### config.mk
export PLATFORM = sky130hd
export DESIGN_NAME = rmq_isqrt
export DESIGN_NICKNAME = d
export VERILOG_FILES = /design/src/rotation_matrix_to_quaternion_defines.svh /design/src/rmq_pkg.sv /design/src/rmq_isqrt.sv
export SDC_FILE = /design/constraint.sdc
export NUM_CORES = 1
export LEC_CHECK = 0
export ABC_AREA = 1
export ABC_CLOCK_PERIOD_IN_PS = 1540
export BUFFER_PORTS_ARGS = -buffer_cell sky130_fd_sc_hd__buf_2
export CELL_PAD_IN_SITES_DETAIL_PLACEMENT = 1
export CELL_PAD_IN_SITES_GLOBAL_PLACEMENT = 2
export CORE_ASPECT_RATIO = 1.75
export CORE_MARGIN = 2
export CORE_UTILIZATION = 34
export CTS_CLUSTER_SIZE = 28
export DETAILED_ROUTE_END_ITERATION = 10
export PLACE_DENSITY_LB_ADDON = 0.3
export REMOVE_ABC_BUFFERS = 1
export SLEW_MARGIN = 20
export SYNTH_ARGS = -nofsm -noshare
export SYNTH_HDL_FRONTEND = slang
export SYNTH_SLANG_ARGS = --single-unit
### constraint.sdc
create_clock -name clock -period 1.54 [get_ports clock]
set_input_delay 0.077 -clock clock [delete_from_list [all_inputs] [get_ports clock]]
set_output_delay 0.077 -clock clock [all_outputs]
set_load 0.02 [all_outputs]
### src/rotation_matrix_to_quaternion_defines.svh
// Assertion macros for the rotation matrix to quaternion block.
// Used by src/rotation_matrix_to_quaternion.sv; no other dependencies.
`ifndef ROTATION_MATRIX_TO_QUATERNION_DEFINES_SVH
`define ROTATION_MATRIX_TO_QUATERNION_DEFINES_SVH

// same-cycle implication
`define RMQ_ASSERT_IMP(lbl, clk, rst, ante, cons, msg) \
   lbl: assert property (@(posedge clk) disable iff (rst) (ante) |-> (cons)) \
      else $error(msg);

// next-cycle implication
`define RMQ_ASSERT_NXT(lbl, clk, rst, ante, cons, msg) \
   lbl: assert property (@(posedge clk) disable iff (rst) (ante) |=> (cons)) \
      else $error(msg);

`endif

### src/rmq_pkg.sv
// Shared types and constants for the rotation matrix to quaternion block.
// No dependencies.
package rmq_pkg;

   localparam int THR_W = 12;
   localparam logic [THR_W-1:0] NEAR_ZERO_RESET = 12'd1;

   // component codes
   localparam logic [1:0] COMP_X = 2'd0;
   localparam logic [1:0] COMP_Y = 2'd1;
   localparam logic [1:0] COMP_Z = 2'd2;
   localparam logic [1:0] COMP_W = 2'd3;

   // per-request control that rides along the pipeline
   typedef struct packed {
      logic       degen;
      logic [1:0] dom;    // dominant component (COMP_W on the trace path)
      logic [2:0] neg;    // sign of each divider lane
   } ctl_type;

   // cyclic successor x->y->z->x
   function automatic logic [1:0] next_comp(input logic [1:0] c);
      logic [1:0] r;
      unique case (c)
         COMP_X:  r = COMP_Y;
         COMP_Y:  r = COMP_Z;
         COMP_Z:  r = COMP_X;
         default: r = COMP_X;
      endcase
      return r;
   endfunction

endpackage

### src/rmq_isqrt.sv
// Pipelined integer square root, one root bit per stage.
// Depends on rmq_pkg (house import only).
module rmq_isqrt #(
   parameter int RW   = 30,
   parameter int SB_W = 8,
   localparam int SQ  = (RW + 1) / 2
) (
   input  logic            clock,
   input  logic            reset,
   input  logic            in_valid,
   input  logic [RW-1:0]   in_rad,
   input  logic [SB_W-1:0] in_side,
   output logic            out_valid,
   output logic [SQ-1:0]   out_root,
   output logic [SB_W-1:0] out_side
);
   import rmq_pkg::*;

   localparam int PW = 2 * SQ;

   logic [PW-1:0]   rad_ff  [SQ];
   logic [SQ:0]     rem_ff  [SQ];
   logic [SQ-1:0]   root_ff [SQ];
   logic [SB_W-1:0] side_ff [SQ];
   logic [SQ-1:0]   vld_ff;

   for (genvar s = 0; s < SQ; s++) begin : g_stage
      logic [PW-1:0]   rad_w;
      logic [SQ:0]     rem_w;
      logic [SQ-1:0]   root_w;
      logic [SB_W-1:0] side_w;
      logic            vld_w;
      logic [SQ+1:0]   sh_w, trial_w;
      logic            ge_w;

      if (s == 0) begin : g_first
         assign rad_w  = PW'(in_rad);
         assign rem_w  = '0;
         assign root_w = '0;
         assign side_w = in_side;
         assign vld_w  = in_valid;
      end else begin : g_rest
         assign rad_w  = rad_ff[s-1];
         assign rem_w  = rem_ff[s-1];
         assign root_w = root_ff[s-1];
         assign side_w = side_ff[s-1];
         assign vld_w  = vld_ff[s-1];
      end

      assign sh_w    = {rem_w[SQ-1:0], rad_w[PW-1 -: 2]};
      assign trial_w = {root_w, 2'b01};
      assign ge_w    = sh_w >= trial_w;

      always_ff @(posedge clock) begin
         if (reset) begin
            vld_ff[s] <= 1'b0;
         end else begin
            vld_ff[s] <= vld_w;
         end
         rad_ff[s]  <= rad_w << 2;
         rem_ff[s]  <= ge_w ? (SQ+1)'(sh_w - trial_w) : (SQ+1)'(sh_w);
         root_ff[s] <= {root_w[SQ-2:0], ge_w};
         side_ff[s] <= side_w;
      end
   end

   assign out_valid = vld_ff[SQ-1];
   assign out_root  = root_ff[SQ-1];
   assign out_side  = side_ff[SQ-1];

endmodule

After elaboration in Yosys (flattened, before gate mapping)
Memories as Yosys holds them, arrays and structs flattened.
Index checks and enable logic that the tools add are counted.
W data, S select, Z words.
{"block": "word_totals", "mem_count": 4, "out_inout_bits": 24, "word_cells": 64, "mem_bits_rw": 1005, "input_bits": 41, "register_bits": 15}
{"memory": "rad_ff", "depth": 15, "width": 28, "rd": 14, "rd_ports_with_merged_regs": 0, "write_ports": 15, "line": "rmq_isqrt.sv:21", "rtl": "logic [PW-1:0] rad_ff [SQ];"}
{"memory": "rem_ff", "depth": 15, "width": 16, "rd": 14, "rd_ports_with_merged_regs": 0, "write_ports": 15, "line": "rmq_isqrt.sv:22", "rtl": "logic [SQ:0] rem_ff [SQ];"}
{"memory": "root_ff", "depth": 15, "width": 15, "rd": 15, "rd_ports_with_merged_regs": 0, "write_ports": 15, "line": "rmq_isqrt.sv:23", "rtl": "logic [SQ-1:0] root_ff [SQ];"}
{"memory": "side_ff", "depth": 15, "width": 8, "rd": 15, "rd_ports_with_merged_regs": 0, "write_ports": 15, "line": "rmq_isqrt.sv:24", "rtl": "logic [SB_W-1:0] side_ff [SQ];"}
{"block": "op_classes", "addsub": 15, "muxes": 15, "magnitude_cmp": 15}
{"operator": "$mux W16", "count": 15}
{"operator": "$ge A17 B17 Y1", "count": 14}
{"operator": "$sub A16 B16 Y16", "count": 14}
{"operator": "$sub A2 B1 Y3 const B", "count": 1}
{"operator": "$ge A2 B1 Y1 const B", "count": 1}

Longest topological paths before layout
An unclocked memory read counts as a cell.
{"block": "logic_depth", "ltp_word": 3, "mapped_depth": 13, "depth_no_buf": 12}

Worst setup path after synthesis
No wires, ideal clock.
{"block": "synth_timing", "path_kind": "register to register", "startpoint": "memory root_ff[6][5] (netlist name)", "endpoint": "memory rem_ff[0][117] (netlist name)", "path_stages_with_launch": 12, "setup_time_ns": 0.122, "t_required_ns": 1.418, "t_arrival_ns": 1.549, "slack_ns": -0.132, "path_buffers": 1, "period_less_slack_ns": 1.672, "path_cell_list": "dfxtp_1 inv_1 ha_1 nand2_2 inv_2 nand2_2 nand2_1 a21oi_2 nand2_2 nor2_4 buf_6 o21ai_0"}
{"element": "start: declaration", "line": "rmq_isqrt.sv:23"}
{"element": "end: declaration", "line": "rmq_isqrt.sv:22"}

==> results.cfg <==
[run_status]
status = finished, violations left
violations = setup timing

[placed_design]
place_area_um2 = 30100
gp_congestion = 0.893
dpl_worst_slack_ns = -0.529
dp_hpwl_um = 58100
dp_cells = 4501
port_buffers = 64

[route]
dr.pass1.iters = 5
routed_wl_um = 87300
num_vias = 22591
drtAntennaViolNets = 0
dr_wl_met3_um = 1970
highest_layer = met4
wl_met2_um = 51300
routed_via_density = 4.66
drt-initial-drc-count = 616
drc = 0
m1WireLength_um = 28500
wl_per_cell_um = 18.0

[sta]
max_freq_mhz = 548
skew_ns = 0.0195
period_minus_slack_ns = 1.82
drv_slew = 0
setup_violations = 182
period_share = 1.18
rsz0062_at_grt = yes
hold_violations = 0
setup_ws_ns = -0.284

[flow_run]
maxCapViolations = 0

[setup_path]
critPathKind = reg -> reg
cp-end-kind = flip-flop
critPathLaunchType = flip-flop
crit_fanout = 5
endpoint = rem_ff[0][117]
reg2reg_slack_ns = -0.28
critical_path_required_ns = 2.08
r2r.worst_path.cells = 11
critPathArrivalTime_ns = 2.36
timing.rr.start = root_ff[6][2]
worstSetupStartpoint = root_ff[6][2]
r2r-end = rem_ff[0][117]

[die]
die_h_um = 360
core_region_area_um2 = 71700
rows = 130
die-area_um2 = 74600
initial_core_util = 0.343
chipWidth_um = 207
ios = 65

[yosys]
avgSynthCellArea_um2 = 8.23
synth_warnings = 0
synth.area.top_cells = dfxtp_1 54%, nand2_1 13%, inv_1 7.6%
synthFlopType = dfxtp_1
yosysTopAreaCell = dfxtp_1
synthArstFlopShare = 0
ys_ff_latch = 660
ys_types = 41
synth_seq_area_share = 0.537
synth_cells = 2989
synth.top_cell.area_share = 0.537
synth_edf_count = 0
syn_area_um2 = 24600

[global_route]
grt_pass1_vias = 25266
grt_max_degree = 18
grt.overflow.total = 0
antenna_found_initial = 0
track_usage = 0.216
grt_pass1_wl_um = 129000

[min_path]
worstHoldPathType = in -> reg

[cts]
htree_num_levels = 2
cts_tree = yes
clock-sinks = 660
clk_pin_slew_ns = 0.07
clockBufferDepth = 3
clock_latency_ns = 0.66
cts_root_buf = clkbuf_16
numCtsBuffers = 61

[power_and_ir_drop]
powerDensity_nw_per_um2 = 1710
ir_drop_uv = 1130
p_leak_nw = 19.1

[cells_and_area]
stdcell_area_um2 = 39300
fin_nets = 4049
area_growth_pct = 60.0
drive_gt1_frac = 0.501
instances_no_fill = 4849
==> critical path: stages (launching register included) <==
cell,delay (ns)
dfxtp_2,0.34
inv_2,0.05
ha_4,0.32
nand4_1,0.20
nor2_2,0.19
nand2_2,0.08
nand3_2,0.09
nor2_4,0.05
buf_6,0.13
buf_12,0.14
nand2_2,0.05
o21ai_1,0.06
==> what timing repair did <==
item | in CTS | in global routing
endpoints found under the setup margin | 204 | 202
hold buffers | 45 | 0
hold endpoints to repair | 54 | 0
buffers inserted | 123 | 61
gates cloned | 17 | 2
pin swaps | 223 | 280
resized for setup | 891 | 531
==> per-stage QoR <==
stage          total power, W  TNS (ns)  utilization  hold WS (ns)
2_1_floorplan          0.0313    -29.00            -         0.105
3_3_place_gp           0.0411    -56.82        0.419         0.179
3_5_place_dp           0.0416    -63.03        0.419         0.181
4_1_cts                0.0636    -23.13        0.517      0.000383
5_1_grt                0.0710    -45.37        0.548        0.0185
6_report               0.0672    -31.83        0.548        0.0458
==> registers in the layout (all words and copies together), names as in the netlist <==
name           cells
rad_ff           210
out_valid          1
g_stage.vld_w     14
rem_ff           195
side_ff          120
root_ff          120
==> area by class of cell <==
cell class | count | area (µm²)
diodes | 1 | 2.50
clock buffers | 78 | 1680
clock inverters | 35 | 429
fillers | 8023 | 32400
inverters | 503 | 1930
multi-input cells | 1806 | 13800
flip-flops and latches | 660 | 13400
well taps | 924 | 1160
repair buffers | 842 | 6910
==> worst min-delay path by stage <==
stage | startpoint | cells after the start | slack, ns | to
6_report | in_rad[1] | 2 | 0.05 | rad_ff[0][1]
3_3_place_gp | in_rad[8] | 1 | 0.18 | rad_ff[0][8]
3_5_place_dp | in_rad[7] | 1 | 0.18 | rad_ff[0][7]
2_1_floorplan | in_rad[0] | 0 | 0.10 | rad_ff[0][0]
4_1_cts | in_side[6] | 2 | 0.0004 | side_ff[0][6]
5_1_grt | in_rad[17] | 2 | 0.02 | rad_ff[0][17]
==> logic make-up after synthesis <==
group                      count (synthesis)  share of synthesized area
adders and majority gates                134                     0.0682
and+or+nand+nor                         1426                      0.248
DFF                                      660                      0.537
buffers and inverters                    528                     0.0848
other                                      1                   0.000152
AOI/OAI and AO/OA                        171                     0.0366
xor gates and xnor gates                  69                     0.0246
==> placed cells by master, fill, tap and decap left out, types with 19 or more instances in the layout <==
cell type | Yosys | routed
inv_2 | 4 | 118
dfxtp_2 | 0 | 139
dfxtp_1 | 660 | 505
a21oi_4 | 0 | 30
nor2_1 | 181 | 112
nand3_4 | 0 | 19
nor2_4 | 7 | 55
clkbuf_16 | 0 | 62
nand2_2 | 15 | 246
a21oi_2 | 2 | 38
dlygate4sd3_1 | 0 | 45
xnor2_1 | 21 | 21
inv_1 | 499 | 372
nor3_2 | 6 | 20
o21ai_1 | 3 | 20
nand4_1 | 47 | 47
xor2_1 | 48 | 39
buf_4 | 2 | 629
ha_1 | 134 | 41
a21oi_1 | 89 | 23
nor2_2 | 11 | 32
nand2_4 | 4 | 100
nand2_1 | 866 | 534
ha_4 | 0 | 92
nand3_1 | 219 | 131
nand3_2 | 1 | 70
buf_2 | 10 | 64
buf_6 | 11 | 77
o21ai_2 | 0 | 30
==> synthesized netlist by cell type, drive strengths merged, types with 23 or more instances <==
library cell    n
nand3         220
xor2           48
dfxtp         660
nand2         885
a21oi          91
o21ai          66
ha            134
nor3           38
buf            23
nand4          47
inv           503
nor2          199
==> power by group <==
part	total [W]	switching (W)	internal, W
sequential	0.0228	0.00266	0.0201
combinational	0.0286	0.0148	0.0137
clock	0.0158	0.00697	0.00882
total	0.0672	0.0245	0.0427
==> per-layer routing <==
| metal | up-vias | global-route usage |
|---|---|---|
| met4 | 0 | 0.124 |
| met5 | - | 0 |
| met2 | 414 | 0.457 |
| li1 | 11016 | - |
| met1 | 10901 | 0.191 |
| met3 | 260 | 0.0237 |
No activity file was read; power rests on OpenSTA's default activity.
