`src/rotation_matrix_to_quaternion_defines.svh`:
```
// Assertion macros for the rotation matrix to quaternion block.
// Used by src/rotation_matrix_to_quaternion.sv; no other dependencies.
`ifndef ROTATION_MATRIX_TO_QUATERNION_DEFINES_SVH
`define ROTATION_MATRIX_TO_QUATERNION_DEFINES_SVH

// same-cycle implication
`define RMQ_ASSERT_IMP(lbl, clk, rst, ante, cons, msg) \
   lbl: assert property (@(posedge clk) disable iff (rst) (ante) |-> (cons)) \
      else $error(msg);

// next-cycle implication
`define RMQ_ASSERT_NXT(lbl, clk, rst, ante, cons, msg) \
   lbl: assert property (@(posedge clk) disable iff (rst) (ante) |=> (cons)) \
      else $error(msg);

`endif

```
`src/rmq_pkg.sv`:
```
// Shared types and constants for the rotation matrix to quaternion block.
// No dependencies.
package rmq_pkg;

   localparam int THR_W = 12;
   localparam logic [THR_W-1:0] NEAR_ZERO_RESET = 12'd1;

   // component codes
   localparam logic [1:0] COMP_X = 2'd0;
   localparam logic [1:0] COMP_Y = 2'd1;
   localparam logic [1:0] COMP_Z = 2'd2;
   localparam logic [1:0] COMP_W = 2'd3;

   // per-request control that rides along the pipeline
   typedef struct packed {
      logic       degen;
      logic [1:0] dom;    // dominant component (COMP_W on the trace path)
      logic [2:0] neg;    // sign of each divider lane
   } ctl_type;

   // cyclic successor x->y->z->x
   function automatic logic [1:0] next_comp(input logic [1:0] c);
      logic [1:0] r;
      unique case (c)
         COMP_X:  r = COMP_Y;
         COMP_Y:  r = COMP_Z;
         COMP_Z:  r = COMP_X;
         default: r = COMP_X;
      endcase
      return r;
   endfunction

endpackage

```
`src/rmq_front.sv`:
```
// Front end: near-zero test, path select, radicand and numerators (2 stages).
// Depends on rmq_pkg.
module rmq_front #(
   parameter int DW = 16,
   parameter int FB = 12,
   localparam int TW = ((DW > FB) ? DW : FB + 1) + 3,
   localparam int RW = TW - 1 + FB,
   localparam int NW = DW + 1
) (
   input  logic                      clock,
   input  logic                      reset,
   input  logic                      in_valid,
   input  logic [11:0][DW-1:0]       in_m,
   input  logic [rmq_pkg::THR_W-1:0] thr,
   output logic                      out_valid,
   output rmq_pkg::ctl_type          out_ctl,
   output logic [RW-1:0]             out_rad,
   output logic [2:0][NW-1:0]        out_mag
);
   import rmq_pkg::*;

   localparam logic signed [TW-1:0] ONE_T = TW'(1) << FB;

   // stage 1
   logic [11:0][DW-1:0] m_ff;
   logic                v1_ff, degen1_ff, trpos1_ff;
   logic [1:0]          i1_ff;
   logic [11:0]         big;
   logic                degen_in, trpos_in;
   logic [1:0]          i_in;

   // stage 2
   logic                v2_ff;
   ctl_type             ctl_ff, ctl_in;
   logic [RW-1:0]       rad_ff, rad_in;
   logic [2:0][NW-1:0]  mag_ff, mag_in;

   function automatic logic signed [TW-1:0] el(input logic [1:0] r, input logic [1:0] c);
      logic signed [DW-1:0] v;
      v = signed'(m_ff[{r, c}]);
      return TW'(v);
   endfunction

   always_comb begin
      logic signed [DW+1:0] tr;
      logic signed [DW-1:0] d0, d1, d2, dsel;
      logic [DW:0]          a;
      for (int e = 0; e < 12; e++) begin
         a = (DW+1)'(signed'(in_m[e]));
         if (a[DW]) begin
            a = -a;
         end
         big[e] = a > (DW+1)'(thr);
      end
      degen_in = (big[3:0] == '0) || (big[7:4] == '0) || (big[11:8] == '0);
      d0 = signed'(in_m[0]);
      d1 = signed'(in_m[5]);
      d2 = signed'(in_m[10]);
      tr = (DW+2)'(d0) + (DW+2)'(d1) + (DW+2)'(d2);
      trpos_in = tr > 0;
      i_in = COMP_X;
      dsel = d0;
      if (d1 > d0) begin
         i_in = COMP_Y;
         dsel = d1;
      end
      if (d2 > dsel) begin
         i_in = COMP_Z;
      end
   end

   always_comb begin
      logic [1:0]              j, k;
      logic signed [TW-1:0]    t;
      logic signed [NW-1:0]    n [3];
      j = next_comp(i1_ff);
      k = next_comp(j);
      if (trpos1_ff) begin
         t = el(2'd0, 2'd0) + el(2'd1, 2'd1) + el(2'd2, 2'd2) + ONE_T;
         n[0] = NW'(el(2'd1, 2'd2) - el(2'd2, 2'd1));
         n[1] = NW'(el(2'd2, 2'd0) - el(2'd0, 2'd2));
         n[2] = NW'(el(2'd0, 2'd1) - el(2'd1, 2'd0));
         ctl_in.dom = COMP_W;
      end else begin
         t = el(i1_ff, i1_ff) - el(j, j) - el(k, k) + ONE_T;
         if (t < 1) begin
            t = TW'(1);
         end
         n[0] = NW'(el(j, k) - el(k, j));
         n[1] = NW'(el(i1_ff, j) + el(j, i1_ff));
         n[2] = NW'(el(i1_ff, k) + el(k, i1_ff));
         ctl_in.dom = i1_ff;
      end
      ctl_in.degen = degen1_ff;
      for (int l = 0; l < 3; l++) begin
         ctl_in.neg[l] = n[l][NW-1];
         mag_in[l]     = n[l][NW-1] ? NW'(-n[l]) : NW'(n[l]);
      end
      rad_in = RW'(t[TW-2:0]) << FB;
   end

   always_ff @(posedge clock) begin
      if (reset) begin
         v1_ff <= 1'b0;
         v2_ff <= 1'b0;
      end else begin
         v1_ff <= in_valid;
         v2_ff <= v1_ff;
      end
      m_ff      <= in_m;
      degen1_ff <= degen_in;
      trpos1_ff <= trpos_in;
      i1_ff     <= i_in;
      ctl_ff    <= ctl_in;
      rad_ff    <= rad_in;
      mag_ff    <= mag_in;
   end

   assign out_valid = v2_ff;
   assign out_ctl   = ctl_ff;
   assign out_rad   = rad_ff;
   assign out_mag   = mag_ff;

endmodule

```
`config.mk`:
```
export PLATFORM = sky130hd
export DESIGN_NAME = rmq_front
export DESIGN_NICKNAME = d
export VERILOG_FILES = /design/src/rotation_matrix_to_quaternion_defines.svh /design/src/rmq_pkg.sv /design/src/rmq_front.sv
export SDC_FILE = /design/constraint.sdc
export NUM_CORES = 1
export LEC_CHECK = 0
export BUFFER_PORTS_ARGS = -buffer_cell sky130_fd_sc_hd__buf_4
export CORE_MARGIN = 1
export CORE_UTILIZATION = 35
export CTS_BUF_LIST = sky130_fd_sc_hd__clkbuf_16
export CTS_CLUSTER_DIAMETER = 50
export DETAILED_ROUTE_END_ITERATION = 8
export MAX_ROUTING_LAYER = met4
export PLACE_DENSITY = 0.56
export SLEW_MARGIN = 40
export SYNTH_ARGS = -nofsm -noshare
export SYNTH_HDL_FRONTEND = slang
export SYNTH_SLANG_ARGS = --single-unit
```
`constraint.sdc`:
```
create_clock -name clock -period 5.75 [get_ports clock]
set_input_delay 0.575 -clock clock [delete_from_list [all_inputs] [get_ports clock]]
set_output_delay 0.575 -clock clock [all_outputs]
set_load 0.005 [all_outputs]
```
After elaboration in Yosys (flattened, before gate mapping) --
Cells that the tools add are included.
Storage, ports and cells: register bits after elaboration 273, input port bits 207, output and inout port bits 88, logic and storage cells 130
Cells by class: add/subtract/negate cells 29, $lt $le $gt $ge 25, equal/unequal tests 2, mux-type cells 40, reductions and logical operators 7
Operators by type and width (count):
- $bmux W16 S4 | 6
- $neg A17 Y17 | 15
- $mux W16 | 13
- $gt A17 B12 Y1 | 12
- $mux W17 | 12
- $bmux W16 S2 | 3
- $sub A16 B16 Y17 | 5
- $add A16 B16 Y17 | 4
- $mux W51 | 1
- $lt A4 B5 Y1 const B | 9
- $add A17 B16 Y18 | 2
- $mux W18 | 2
- $gt A16 B16 Y1 | 2
- $add A18 B14 Y19 const B | 1
- $lt A19 B2 Y1 const B | 1
- $add A18 B14 Y18 const B | 1
- $gt A18 B1 Y1 const B | 1
- $sub A17 B16 Y18 | 1
- $logic_not A4 Y1 | 3
- $pmux W2 S2 | 2
- $eq A2 B1 Y1 const B | 2
- $logic_not A2 Y1 | 2
- $logic_or A1 B1 Y1 | 2
- $mux W1 | 1

Depth between registers and ports, before layout --
depth after elaboration 11, mapped depth 22, mapped depth without buffers 21

Worst setup path after synthesis --
No wires, ideal clock.
path type register to register, from register i1_ff[1], to register rad_ff[18], in the netlist out_rad[18], library setup time 134 ps, data arrival time 5223 ps, required time 5616 ps, path slack 393 ps, cell stages (with the launch flop) 19, path buffers 5, clock period less this slack 5357 ps, cells stage by stage dfxtp_1 buf_1 buf_1 clkbuf_1 clkbuf_1 a21oi_1 fa_1 ha_1 ha_1 fa_1 a21o_1 a21oi_1 o21ai_1 a2111oi_0 o21bai_1 nand3_1 a311o_1 clkbuf_1 o22ai_1
Between the ends: cells in the longest elaborated chain, start to end 11, elaborated cells on any way between the ends 18, those cells by class 3 x add/sub; 1 x order compare; 2 x eq/ne; 10 x mux; 2 x reduce/logical
RTL lines:
- from (decl) | RTL line rmq_front.sv:27 | logic [1:0] i1_ff;
- from (signal assigned) | RTL line rmq_front.sv:113 | i1_ff <= i_in;
- parallel branches: the longest is 6 deep, another holds $sub A16 B16 Y17
- $sub A17 B16 Y18 * | RTL line rmq_front.sv:85 | t = el(i1_ff, i1_ff) - el(j, j) - el(k, k) + ONE_T;
- $add A18 B14 Y19 * | RTL line rmq_front.sv:85
- $lt A19 B2 Y1 | RTL line rmq_front.sv:86 | if (t < 1) begin
- $mux W18 * | RTL line rmq_front.sv:86
- $mux W18 * | RTL line rmq_front.sv:78 | if (trpos1_ff) begin
- via rad_in[18] | RTL line rmq_front.sv:35 | logic [RW-1:0] rad_ff, rad_in;
- to (signal assigned) | RTL line rmq_front.sv:115 | rad_ff <= rad_in;
- to (decl) | RTL line rmq_front.sv:35
Mark *: on every way through the listed nets, which the timed path passes. The select of a mux whose other input is x is not followed. A chain may end at the register's enable or synchronous reset.

Worst setup path in the final report --
from register i1_ff[0], to register rad_ff[23], in the netlist out_rad[23]
The elaborated chain is that of the path after synthesis.

==> tab_implementation.tex <==
\begin{tabular}{lr}
\hline
Metric & Value \\
\hline
\multicolumn{2}{l}{\textbf{Logic synthesis}} \\
Avg Cell Area, Syn & 8.35 um\^{}2 \\
Synth area leader & dfxtp\_1 \\
Main synth FF type & dfxtp\_1 \\
Synthesized area & 0.0262 mm\^{}2 \\
Post-synth cell types & 88 \\
Post-synth ARST share & 0\% \\
Synthesis-stage register bit count & 257 \\
Cells after synthesis & 3,135 \\
Post-synthesis sequential area ratio & 19.6\% \\
Leading cell types by total area after synthesis & dfxtp\_1 (20\%), ha\_1 (17\%), xnor2\_1 (6.1\%) \\
Total of warnings raised by yosys & 0 \\
Post-synth top area share & 19.6\% \\
Number of synthesized flops with an enable pin & 0 \\
\multicolumn{2}{l}{\textbf{Route}} \\
DR pass1 iterations & 6 \\
Overall routed net length & 98.9 mm \\
Initial DRC Count & 2,443 \\
\# DRC & 0 \\
Via density per instance & 5.65 \\
DRT antenna net count & 0 \\
Routed via count & 24,700 \\
Routed wirelength normalized by instance count & 22.6 um \\
\multicolumn{2}{l}{\textbf{Clock tree}} \\
Insertion delay of the later-clocked pin in the worst-skew pair & 0.58 ns \\
Reg clk slew, reported paths & 0.06 ns \\
Post-CTS Resized & 0 \\
Longest Clk Path Bufs & 3 \\
Total number of H-tree levels & 2 \\
CTS tree & yes \\
Clock buffer count from CTS & 37 \\
Number of buffers added to fix hold violations after cts & 0 \\
Clock Sinks & 257 \\
Root cell of the clock tree & clkbuf\_16 \\
Post-CTS setup buffer count & 0 \\
\multicolumn{2}{l}{\textbf{STA}} \\
Max Clk Rate & 194 MHz \\
Fin worst setup slack & 0.594 ns \\
Transition time of the tightest slew-check pin & 0.836 ns \\
Total Negative Setup Slacks & 0 ns \\
Slew Limit Fails & 0 \\
Period utilisation layout & 89.7\% \\
Minimum clock period & 5.16 ns \\
Relative slew slack & 43.6\% \\
Setup repair after global routing missed its margin & no \\
Post-Route Skew & 0.0294 ns \\
Number of hold violations in the final report & 0 \\
Final-report setup violation count & 0 \\
\multicolumn{2}{l}{\textbf{Layout}} \\
Layout Cells excl Fill & 4,371 \\
Total non-filler cell area in the finished layout & 0.0306 mm\^{}2 \\
Share of layout cells above drive strength 1 & 13.2\% \\
Most common cell after layout, fill and taps aside & ha\_1 \\
Commonest non-fill, non-tap cells in the layout & ha\_1 (366), buf\_4 (303), dfxtp\_1 (254) \\
Util after Layout & 41.7\% \\
Post-layout net count & 4,016 \\
Layout overhead on the synthesized area & 16.9\% \\
\multicolumn{2}{l}{\textbf{Worst setup path}} \\
Internal reg-to-reg setup slack & 0.59 ns \\
Kind of start point of the critical path & flip-flop \\
Highest fanout seen on the critical path & 32 \\
Critical-path top delay cell & a2111oi\_0 \\
Worst Setup End Kind & flip-flop \\
Biggest cell delay along the critical path & 0.65 ns \\
Critical Path, Cell by Cell & buf\_4 > nor2b\_1 > a21oi\_1 > nor2\_1 > a21oi\_1 > fa\_1 > ha\_1 > ha\_1 > a21o\_1 > a21oi\_1 > o21ai\_1 > a2111oi\_0 > o21bai\_1 > nand3\_1 > a311o\_1 > inv\_2 > a22o\_1 \\
CP bufs+invs & 2 \\
Crit path DAT & 5.61 ns \\
Worst setup path category & reg -> reg \\
Library cell appearing most often on the critical path & a21oi\_1 \\
Crit path max-delay family & compound AO/OA/AOI/OAI gates \\
Critical path data required time & 6.20 ns \\
\multicolumn{2}{l}{\textbf{Die}} \\
Horizontal die dimension & 276 um \\
Ports placed on the boundary & 295 \\
Total core area & 0.0735 mm\^{}2 \\
Vertical extent of the die & 276 um \\
DIE AREA & 0.0759 mm\^{}2 \\
Number of core rows & 99 \\
Initial core utilization & 35.7\% \\
\multicolumn{2}{l}{\textbf{Global routing}} \\
GR Overflow Total & 0 \\
Number of global-route vias before repair & 22,500 \\
Met3 GRT Util & 3.36\% \\
Overall fraction of global-route tracks in use & 26.3\% \\
Wire length of the first global-routing pass & 145 mm \\
Largest net degree at the start of global routing & 125 \\
Global-route track usage on met1 & 38.8\% \\
Global routing's busiest layer & met1 \\
Met2 Use GR & 37.3\% \\
Initial antenna violation count & 4 \\
\multicolumn{2}{l}{\textbf{Job}} \\
Max-cap viol count & 0 \\
\multicolumn{2}{l}{\textbf{Pwr}} \\
Power Internal & 7.26 mW \\
Leakage power of the design & 13.5 nW \\
Relative contribution of sequential cells to total power & 18.0\% \\
Combinational share of power & 65.4\% \\
Net Sw Power & 6.37 mW \\
Switching share of power & 46.7\% \\
Part of the power in the clock network & 16.6\% \\
Peak supply drop & 0.000330 V \\
Total power per unit cell area & 445 mW/mm\^{}2 \\
\multicolumn{2}{l}{\textbf{Min path}} \\
Worst hold path class & in -> reg \\
\multicolumn{2}{l}{\textbf{Placed design}} \\
Quantity of I/O buffers inserted on ports & 282 \\
Area after detailed placement & 0.0293 mm\^{}2 \\
Pre-CTS setup slack & 0.617 ns \\
Instance count after placement with tap cells included & 4,305 \\
Half-perimeter wire length of the detailed placement result & 80.9 mm \\
Final GP Congestion & 1.00 \\
\multicolumn{2}{l}{\textbf{Run status}} \\
Status & finished clean \\
\hline
\end{tabular}
-- synth_stat cells (13+ instances only) --
master,number
ha_1,366
and3_1,19
nand2b_1,34
nand3_1,64
a21oi_1,219
nand3b_1,26
o21bai_1,13
buf_1,19
fa_1,57
o21a_1,35
xor2_1,53
a21o_1,79
mux4_2,32
clkbuf_1,71
o22ai_1,22
inv_1,198
nor3_1,82
mux2i_1,125
a31oi_1,28
or3_1,20
o31ai_1,47
xnor2_1,183
nor2b_1,64
nor4_1,27
or2_2,17
nor2_1,200
nand2_1,214
o211ai_1,17
nand4_1,38
o21ai_0,222
a211oi_1,39
o41ai_1,16
dfxtp_1,257
-- cell type report --
cell class | instances | area, um^2
fillers | 7444 | 42800
multi-input cells | 2583 | 19900
flip-flops and latches | 257 | 5160
repair buffers | 307 | 2350
well taps | 959 | 1200
clock buffers | 37 | 926
inverters | 200 | 751
clock inverters | 26 | 318
diodes | 2 | 5.00
-- registers in the layout, indices dropped and copies added (netlist names) --
| name | flops |
|---|---|
| i1_ff | 2 |
| out_rad | 18 |
| m_ff | 176 |
| degen1_ff | 1 |
| out_ctl | 6 |
| out_valid | 1 |
| out_mag | 51 |
| v1_ff | 1 |
| trpos1_ff | 1 |
-- cell families after synthesis --
logic type | synth area share, %
muxes | 7.79
DFF | 19.6
and+or+nand+nor | 16.6
buffers and inverters | 4.58
AOI/OAI and AO/OA | 21.6
xor gates and xnor gates | 7.89
other | 0.0143
adders and majority gates | 21.8
-- per-layer routing --
| metal | up-vias | part of all wire, % |
|---|---|---|
| met5 | - | 0 |
| met4 | 0 | 2.4 |
| met3 | 150 | 7.8 |
| met2 | 989 | 42 |
| met1 | 11500 | 48 |
| li1 | 12000 | - |
-- power groups by stage --
stage / clock network (mW) / registers, mW / logic (mW)
after floorplan: 0 / 2.35 / 6.31
after global routing: 2.40 / 2.49 / 9.93
after global placement: 0 / 2.53 / 8.76
final: 2.27 / 2.46 / 8.91
after detailed placement: 0 / 2.53 / 8.76
after CTS: 2.32 / 2.49 / 8.82
-- worst paths after layout --
check	startpoint	end	cells after the start
setup reg to reg	i1_ff[0]$_SDFF_PN0_	out_rad[23]$_DFF_P_	17
hold reg to reg	degen1_ff$_DFF_P_	out_ctl[5]$_DFF_P_	0
hold / removal	in_m[97]	m_ff[97]$_DFF_P_	1
setup / recovery	i1_ff[0]$_SDFF_PN0_	out_rad[23]$_DFF_P_	17
-- stage by stage --
step / hold WS [ns] / total power [mW]
after floorplan: 0.310 / 8.66
after global routing: 0.107 / 14.8
after detailed placement: 0.316 / 11.3
after CTS: 0.0938 / 13.6
final: 0.123 / 13.6
after global placement: 0.311 / 11.3
(Power assumes the default switching activity.)
